[src/hdl/prim_pkg.sv]
// ----------------------------------------------------------------------------
// prim_pkg: shared constants, types and helpers of the primality tester
// Widths, screening limits, witness bases and the modular add step.
// ----------------------------------------------------------------------------
package prim_pkg;

  // width of the tested number (8..64)
  localparam int NUMBER_WIDTH = 64;
  // bit counter for one serial pass, holds NUMBER_WIDTH itself
  localparam int CNT_WIDTH    = $clog2(NUMBER_WIDTH + 1);
  // trial divisors stay below 1200
  localparam int DIV_WIDTH    = 12;
  // running square of the trial divisor, stays below 2^21
  localparam int TSQ_WIDTH    = 22;

  localparam logic [63:0] TRIAL_LIMIT    = 64'd1373653;
  localparam logic [63:0] SMALL_MR_LIMIT = 64'd9080191;

  // witness bases: small set (31, 73), large set (2, 7, 61)
  localparam logic [63:0] BASE_S0 = 64'd31;
  localparam logic [63:0] BASE_S1 = 64'd73;
  localparam logic [63:0] BASE_L0 = 64'd2;
  localparam logic [63:0] BASE_L1 = 64'd7;
  localparam logic [63:0] BASE_L2 = 64'd61;
  localparam logic [1:0]  LAST_SMALL = 2'd1;
  localparam logic [1:0]  LAST_LARGE = 2'd2;

  typedef logic [NUMBER_WIDTH-1:0] num_t;
  typedef logic [DIV_WIDTH-1:0]    div_t;
  typedef logic [CNT_WIDTH-1:0]    cnt_t;

  // (a + b) mod m for a, b < m
  function automatic num_t add_mod(num_t a, num_t b, num_t m);
    logic [NUMBER_WIDTH:0] s;
    s = {1'b0, a} + {1'b0, b};
    if (s >= {1'b0, m}) begin
      s = s - {1'b0, m};
    end
    return s[NUMBER_WIDTH-1:0];
  endfunction

  // witness base by set and index
  function automatic num_t base_of(logic small_set, logic [1:0] idx);
    logic [63:0] b;
    if (small_set) begin
      b = (idx == 2'd0) ? BASE_S0 : BASE_S1;
    end else begin
      case (idx)
        2'd0:    b = BASE_L0;
        2'd1:    b = BASE_L1;
        default: b = BASE_L2;
      endcase
    end
    return b[NUMBER_WIDTH-1:0];
  endfunction

endpackage

[src/hdl/primality_test_trial_and_miller_rabin.sv]
// ----------------------------------------------------------------------------
// primality_test_trial_and_miller_rabin: primality tester
// Screens by 2 and 3, trial-divides small numbers by 6k-1 / 6k+1 and runs
// Miller-Rabin (bases 31, 73 or 2, 7, 61) on larger ones.
// ----------------------------------------------------------------------------
//  channel  | ports              | handshake
//  ---------+--------------------+---------------------------------------
//  request  | number             | taken when start high and busy low
//  result   | is_prime           | valid for the one cycle done is high
//
// One request at a time; busy stays high until its result is strobed.
// Time per request is set by the two serial units: a remainder pass steps
// through every dividend bit, a modular product through every multiplier
// bit with an extra add for each set bit. Trial division needs two passes
// per 6k step; Miller-Rabin needs about 1.5*NUMBER_WIDTH products per base.
// Synchronous reset returns the sequencer to idle.
// The result cannot be stalled: done lasts exactly one cycle.
// ----------------------------------------------------------------------------
module primality_test_trial_and_miller_rabin (
  input  logic           clk,
  input  logic           rst,
  input  logic           start,
  output logic           busy,
  input  prim_pkg::num_t number,
  output logic           done,
  output logic           is_prime
);
  import prim_pkg::*;

  typedef enum logic [11:0] {
    S_IDLE    = 12'b0000_0000_0001,
    S_SCREEN  = 12'b0000_0000_0010,
    S_MOD3    = 12'b0000_0000_0100,
    S_TRIAL   = 12'b0000_0000_1000,
    S_TDIV_HI = 12'b0000_0001_0000,
    S_TDIV_LO = 12'b0000_0010_0000,
    S_MR_INIT = 12'b0000_0100_0000,
    S_STRIP   = 12'b0000_1000_0000,
    S_POW     = 12'b0001_0000_0000,
    S_POW_M   = 12'b0010_0000_0000,
    S_POW_S   = 12'b0100_0000_0000,
    S_SQ      = 12'b1000_0000_0000
  } state_t;

  state_t state;
  num_t   n;
  logic [63:0] n_wide;
  num_t   n_minus1;
  num_t   mul_a;
  num_t   mul_b;
  logic   mul_start;
  logic   mul_done;
  num_t   mul_p;
  logic   div_start;
  div_t   div_d;
  logic   div_done;
  div_t   div_rem;
  div_t   tdiv;
  logic [TSQ_WIDTH-1:0] tsq;
  num_t   expo;
  cnt_t   rounds;
  cnt_t   iter;
  num_t   res;
  num_t   sq;
  num_t   prev;
  logic [1:0] bidx;
  logic   mr_small;

  assign n_wide   = 64'(n);
  assign n_minus1 = n - NUMBER_WIDTH'(1);
  assign busy     = (state != S_IDLE);

  prim_modmul u_mul (
    .clk     (clk),
    .rst     (rst),
    .start   (mul_start),
    .x       (mul_a),
    .y       (mul_b),
    .m       (n),
    .done    (mul_done),
    .product (mul_p)
  );

  prim_remdiv u_div (
    .clk      (clk),
    .rst      (rst),
    .start    (div_start),
    .dividend (n),
    .divisor  (div_d),
    .done     (div_done),
    .rem      (div_rem)
  );

  // sequencer
  always_ff @(posedge clk) begin
    if (rst) begin
      state     <= S_IDLE;
      done      <= 1'b0;
      is_prime  <= 1'b0;
      mul_start <= 1'b0;
      div_start <= 1'b0;
    end else begin
      done      <= 1'b0;
      mul_start <= 1'b0;
      div_start <= 1'b0;
      case (state)
        S_IDLE: begin
          if (start) begin
            n     <= number;
            state <= S_SCREEN;
          end
        end
        // below 2 and even numbers, then start the check for 3
        S_SCREEN: begin
          if (n_wide < 64'd2 || (!n[0] && n_wide != 64'd2)) begin
            done <= 1'b1; is_prime <= 1'b0; state <= S_IDLE;
          end else begin
            div_d     <= DIV_WIDTH'(3);
            div_start <= 1'b1;
            state     <= S_MOD3;
          end
        end
        S_MOD3: begin
          if (div_done) begin
            if (div_rem == '0 && n_wide != 64'd3) begin
              done <= 1'b1; is_prime <= 1'b0; state <= S_IDLE;
            end else if (n_wide < TRIAL_LIMIT) begin
              tdiv  <= DIV_WIDTH'(5);
              tsq   <= TSQ_WIDTH'(25);
              state <= S_TRIAL;
            end else begin
              mr_small <= (n_wide < SMALL_MR_LIMIT);
              bidx     <= 2'd0;
              state    <= S_MR_INIT;
            end
          end
        end
        // loop while (6k-1)^2 <= n
        S_TRIAL: begin
          if (64'(tsq) <= n_wide) begin
            div_d     <= tdiv + DIV_WIDTH'(2);
            div_start <= 1'b1;
            state     <= S_TDIV_HI;
          end else begin
            done <= 1'b1; is_prime <= 1'b1; state <= S_IDLE;
          end
        end
        S_TDIV_HI: begin
          if (div_done) begin
            if (div_rem == '0) begin
              done <= 1'b1; is_prime <= 1'b0; state <= S_IDLE;
            end else begin
              div_d     <= tdiv;
              div_start <= 1'b1;
              state     <= S_TDIV_LO;
            end
          end
        end
        S_TDIV_LO: begin
          if (div_done) begin
            if (div_rem == '0) begin
              done <= 1'b1; is_prime <= 1'b0; state <= S_IDLE;
            end else begin
              // (d+6)^2 = d^2 + 12d + 36
              tsq   <= tsq + TSQ_WIDTH'({tdiv, 3'b000}) + TSQ_WIDTH'({tdiv, 2'b00})
                       + TSQ_WIDTH'(36);
              tdiv  <= tdiv + DIV_WIDTH'(6);
              state <= S_TRIAL;
            end
          end
        end
        // n-1 = d * 2^s
        S_MR_INIT: begin
          expo   <= n >> 1;
          rounds <= CNT_WIDTH'(1);
          state  <= S_STRIP;
        end
        S_STRIP: begin
          if (!expo[0] && expo != '0) begin
            expo   <= expo >> 1;
            rounds <= rounds + CNT_WIDTH'(1);
          end else begin
            res   <= NUMBER_WIDTH'(1);
            sq    <= base_of(mr_small, bidx);
            state <= S_POW;
          end
        end
        // square-and-multiply over exponent bits, LSB first
        S_POW: begin
          mul_start <= 1'b1;
          if (expo == '0) begin
            prev  <= res;
            iter  <= CNT_WIDTH'(1);
            mul_a <= res;
            mul_b <= res;
            state <= S_SQ;
          end else if (expo[0]) begin
            mul_a <= res;
            mul_b <= sq;
            state <= S_POW_M;
          end else begin
            mul_a <= sq;
            mul_b <= sq;
            state <= S_POW_S;
          end
        end
        S_POW_M: begin
          if (mul_done) begin
            res       <= mul_p;
            mul_a     <= sq;
            mul_b     <= sq;
            mul_start <= 1'b1;
            state     <= S_POW_S;
          end
        end
        S_POW_S: begin
          if (mul_done) begin
            sq    <= mul_p;
            expo  <= expo >> 1;
            state <= S_POW;
          end
        end
        // repeated squaring, looking for a non-trivial root of one
        S_SQ: begin
          if (mul_done) begin
            if (mul_p == NUMBER_WIDTH'(1) && prev != NUMBER_WIDTH'(1)
                && prev != n_minus1) begin
              done <= 1'b1; is_prime <= 1'b0; state <= S_IDLE;
            end else if (iter == rounds) begin
              if (mul_p != NUMBER_WIDTH'(1)) begin
                done <= 1'b1; is_prime <= 1'b0; state <= S_IDLE;
              end else if (bidx == (mr_small ? LAST_SMALL : LAST_LARGE)) begin
                done <= 1'b1; is_prime <= 1'b1; state <= S_IDLE;
              end else begin
                bidx  <= bidx + 2'd1;
                state <= S_MR_INIT;
              end
            end else begin
              prev      <= mul_p;
              iter      <= iter + CNT_WIDTH'(1);
              mul_a     <= mul_p;
              mul_b     <= mul_p;
              mul_start <= 1'b1;
            end
          end
        end
        default: begin
          state <= S_IDLE;
        end
      endcase
    end
  end

endmodule

[src/hdl/prim_modmul.sv]
// ----------------------------------------------------------------------------
// prim_modmul: bit-serial modular multiplier
// x * y mod m by double-and-add over the bits of y, MSB first; one modular
// add per cycle, the add of x only for set bits.
// ----------------------------------------------------------------------------
module prim_modmul (
  input  logic           clk,
  input  logic           rst,
  input  logic           start,
  input  prim_pkg::num_t x,
  input  prim_pkg::num_t y,
  input  prim_pkg::num_t m,
  output logic           done,
  output prim_pkg::num_t product
);
  import prim_pkg::*;

  num_t acc;
  num_t xq;
  num_t yq;
  cnt_t cnt;
  logic run;
  logic phase;
  num_t addend;
  num_t sum;

  // phase 0 doubles, phase 1 adds x
  assign addend  = phase ? xq : acc;
  assign sum     = add_mod(acc, addend, m);
  assign product = acc;

  always_ff @(posedge clk) begin
    if (rst) begin
      run   <= 1'b0;
      phase <= 1'b0;
      done  <= 1'b0;
    end else begin
      done <= 1'b0;
      if (start) begin
        acc   <= '0;
        xq    <= x;
        yq    <= y;
        cnt   <= CNT_WIDTH'(NUMBER_WIDTH);
        phase <= 1'b0;
        run   <= 1'b1;
      end else if (run) begin
        acc <= sum;
        if (!phase && yq[NUMBER_WIDTH-1]) begin
          phase <= 1'b1;
        end else begin
          // bit finished, move to the next one
          phase <= 1'b0;
          yq    <= yq << 1;
          cnt   <= cnt - CNT_WIDTH'(1);
          if (cnt == CNT_WIDTH'(1)) begin
            run  <= 1'b0;
            done <= 1'b1;
          end
        end
      end
    end
  end

endmodule

[src/hdl/prim_remdiv.sv]
// ----------------------------------------------------------------------------
// prim_remdiv: bit-serial remainder unit
// Restoring division of the number by a small divisor, one dividend bit per
// cycle, MSB first; only the remainder is kept.
// ----------------------------------------------------------------------------
module prim_remdiv (
  input  logic           clk,
  input  logic           rst,
  input  logic           start,
  input  prim_pkg::num_t dividend,
  input  prim_pkg::div_t divisor,
  output logic           done,
  output prim_pkg::div_t rem
);
  import prim_pkg::*;

  div_t rq;
  div_t dq;
  num_t nq;
  cnt_t cnt;
  logic run;
  logic [DIV_WIDTH:0] trial;
  logic [DIV_WIDTH:0] diff;

  // shift in the next bit and subtract where it fits
  assign trial = {rq, nq[NUMBER_WIDTH-1]};
  assign diff  = trial - {1'b0, dq};
  assign rem   = rq;

  always_ff @(posedge clk) begin
    if (rst) begin
      run  <= 1'b0;
      done <= 1'b0;
    end else begin
      done <= 1'b0;
      if (start) begin
        rq  <= '0;
        dq  <= divisor;
        nq  <= dividend;
        cnt <= CNT_WIDTH'(NUMBER_WIDTH);
        run <= 1'b1;
      end else if (run) begin
        rq  <= (trial >= {1'b0, dq}) ? diff[DIV_WIDTH-1:0] : trial[DIV_WIDTH-1:0];
        nq  <= nq << 1;
        cnt <= cnt - CNT_WIDTH'(1);
        if (cnt == CNT_WIDTH'(1)) begin
          run  <= 1'b0;
          done <= 1'b1;
        end
      end
    end
  end

endmodule
[config.mk]
export PLATFORM = sky130hd
export DESIGN_NAME = primality_test_trial_and_miller_rabin
export DESIGN_NICKNAME = d
export VERILOG_FILES = /design/src/hdl/prim_pkg.sv /design/src/hdl/primality_test_trial_and_miller_rabin.sv /design/src/hdl/prim_modmul.sv /design/src/hdl/prim_remdiv.sv
export SDC_FILE = /design/constraint.sdc
export NUM_CORES = 2
export LEC_CHECK = 0
export BUFFER_PORTS_ARGS = -buffer_cell sky130_fd_sc_hd__buf_2
export CORE_UTILIZATION = 45
export CTS_BUF_LIST = sky130_fd_sc_hd__clkbuf_4
export DETAILED_ROUTE_END_ITERATION = 10
export PLACE_DENSITY_LB_ADDON = 0.05
export SETUP_SLACK_MARGIN = 0.05
export SLEW_MARGIN = 20
export SYNTH_ARGS = -nofsm -noshare
export SYNTH_HDL_FRONTEND = slang
export SYNTH_SLANG_ARGS = --single-unit
[constraint.sdc]
create_clock -name clk -period 35.9 [get_ports clk]
set_input_delay 1.795 -clock clk [delete_from_list [all_inputs] [get_ports clk]]
set_output_delay 1.795 -clock clk [all_outputs]
set_load 0.1 [all_outputs]
==> flow_metrics.py <==
metrics = {
    "synth": {
        "ys_types": 95,
        "synth-seq-cells": 821,
        "synth_area_leader_cell": "edfxtp_1",
        "ys_async_sr_fraction_pct": 0,
        "ys.warnings.count": 0,
        "syn_avg_cell_area_sq_um": 11.3,
        "synth_edf_count": 800,
        "seq_area_frac_synth_pct": 52.3,
        "synth-main-ff-cell": "edfxtp_1",
        "synth_cells": 4123,
        "syn_area_sq_um": 46700,
        "syn-num-nets": 4414,
        "synthTopCellsByArea": "edfxtp_1 (51%), ha_1 (5.6%), mux2_2 (4.6%), xnor2_1 (3.1%), a221o_1 (2.9%)",
        "yosys.area.top_type_share_pct": 51.4,
    },
    "placed_design": {
        "dp_cells": 5406,
        "place_congestion": 0.962,
        "preCtsSetupSlack_ns": 27.43,
        "dp_hpwl_um": 108000,
        "port_buffers": 69,
    },
    "grt": {
        "grt_start_max_net_pins": 126,
        "overflow": 0,
        "grt_pass1_wl_um": 220000,
        "grt_antenna_before_repair": 3,
        "grt_util_all_layers_pct": 28.7,
        "grt_pass1_vias": 33100,
    },
    "sta": {
        "hold_viol": 0,
        "tightest_slew_ns": 1.17,
        "worst_slack_ns": 27.58,
        "slew_headroom_pct": 22.3,
        "finClkSkew_ns": 0.0915,
        "finalCriticalPeriod_ns": 8.32,
        "maxSlewViolCount": 0,
        "max_freq_mhz": 120,
        "min_period_over_period_pct": 23.2,
        "grt_setup_unrepaired": "false",
        "setup_tns_ns": 0,
        "hold_slack_ns": 0.408,
        "finalSetupViolations": 0,
    },
    "clock_tree": {
        "cts_max_level": 4,
        "cts_num_sinks": 821,
        "cts_tree": "built",
        "cts_buffer_depth": 3,
        "cts_resized": 0,
        "cts_buffers": 222,
        "post_cts_buffers": 0,
        "cts.hold.buffers_added": 0,
        "clk_pin_slew_ns": 0.06,
        "clk_latency_ns": 1.20,
        "root_buffer": "clkbuf_4",
    },
    "power": {
        "ir_drop_uv": 25.9,
        "pwr_density_cell_nw_per_um2": 40.0,
        "p_leak_nw": 19.1,
    },
    "critical_path": {
        "critPathKind": "flip-flop to flip-flop",
        "cpPeakStageDelay_ns": 0.80,
        "required_ns": 36.92,
        "r2r_end": "u_mul.product[23]",
        "critPathBufInv": 2,
        "worstRegToRegCells": 23,
        "critPathMaxFanout": 58,
        "crit_path_end_kind": "flip-flop",
        "cp_slowest_cell": "a2111oi_1",
        "r2r_slack_ns": 27.58,
        "path_delay_family": "compound AO/OA/AOI/OAI gates",
        "crit_path_frequent_cell": "o21ai_0",
        "start_kind": "flip-flop",
        "r2r-start": "u_mul.phase",
        "path_cells": "buf_4, mux2_2, ha_1, nand2_1, o21ai_0, o21a_1, nand2_1, a211oi_1, o21ai_0, a2111oi_1, nor2_1, o21ai_0, xor2_1, ha_1, and3_1, nor2b_1, nand4_1, nor4b_1, o21a_1, or2_2, buf_4, o21ai_0, a21oi_1",
        "arrival_ns": 9.34,
        "startpoint": "u_mul.phase",
    },
    "run": {
        "maxCapViolCount": 0,
    },
    "cells_and_area": {
        "syn_to_final_growth_pct": 10.3,
        "mostFrequentLayoutCell": "edfxtp_1",
        "instances_no_fill": 5815,
        "fillCellCount": 9376,
        "drive_above_1_share_pct": 16.8,
        "nets": 4554,
        "final_cell_mix": "edfxtp_1 (800), clkbuf_4 (344), nand2_1 (305)",
    },
    "routing": {
        "drc": 0,
        "firstDrtPassIters": 5,
        "maxUsedRoutingLayer": "met4",
        "met1_length_um": 68400,
        "via_per_inst": 5.94,
        "drt-initial-drc-count": 3143,
        "ant_nets": 0,
        "via_count": 34500,
        "wl_met2_um": 66500,
        "wire_per_inst_um": 25.8,
        "wirelength_um": 150000,
        "wl_met3_um": 9480,
    },
    "floorplan": {
        "rows": 117,
        "die_x_um": 324,
        "core_sq_um": 102000,
        "die_area_sq_um": 105000,
        "die_h_um": 324,
        "start_util_pct": 45.6,
        "io-pin-count": 70,
    },
    "min_path": {
        "holdPathEnd": "u_div.dq[6]",
        "hold_path_class": "flip-flop to flip-flop",
        "whs_path_depth": 0,
        "min_from": "div_d[6]",
    },
    "status": {
        "status": "complete, no violations",
    },
}
## metrics by stage
step                utilization [%]  instance area, sq um  total power, mW
floorplan                         -                 46700             1.16
CTS                            50.3                 51500             2.09
finish                         50.3                 51500             2.06
detailed placement             47.4                 48500             1.19
global placement               47.4                 48500             1.19
global route                   50.3                 51500             2.14
## metal layers
layer | global-route usage (%) | vias to the layer above
li1 | - | 16100
met1 | 40.4 | 17000
met2 | 43.7 | 1198
met3 | 4.86 | 232
met4 | 11.6 | 0
met5 | 0 | -
## report_power, final
| part | internal (mW) | switching, mW |
|---|---|---|
| clock network | 0.471 | 0.413 |
| logic | 0.0407 | 0.0688 |
| registers | 1.05 | 0.0155 |
| total | 1.56 | 0.498 |
## Yosys cell counts (all sizes together), types with 78 or more instances
cell	count
a21oi	257
o21ai	216
xor2	91
and2	202
nor2	223
clkbuf	173
nand4	78
nor4	90
inv	156
a21o	146
a221o	133
ha	210
xnor2	164
mux2	192
nand2	306
edfxtp	800
## layout make-up
class	count	area [sq um]	share of cell area, %
inverter	156	586	1.14
timing repair buffer	111	673	1.31
multi-input combinational	2951	21100	41.0
antenna	7	17.5	0.0340
clock inverter	57	397	0.770
sequential	821	24500	47.5
clock buffer	344	2580	5.01
tap	1368	1710	3.32
## worst max path at each step
stage,to,slack [ns],cells past startpoint
after global placement,u_mul.product[23],27.56,22
after CTS,u_mul.product[23],27.40,23
after floorplan,res[0],23.12,2
after detailed placement,u_mul.product[23],27.43,23
final,u_mul.product[23],27.58,23
after global routing,u_mul.product[23],27.01,23
## kinds of logic after synthesis
family,synth area share (%)
flops,52.3
simple gates,14.3
fa+ha+maj,6.23
xor+xnor,4.78
other cells,0.00803
mux,4.74
compound gates,14.8
buf+inv,2.85
No activity file was read; power rests on OpenSTA's default activity.
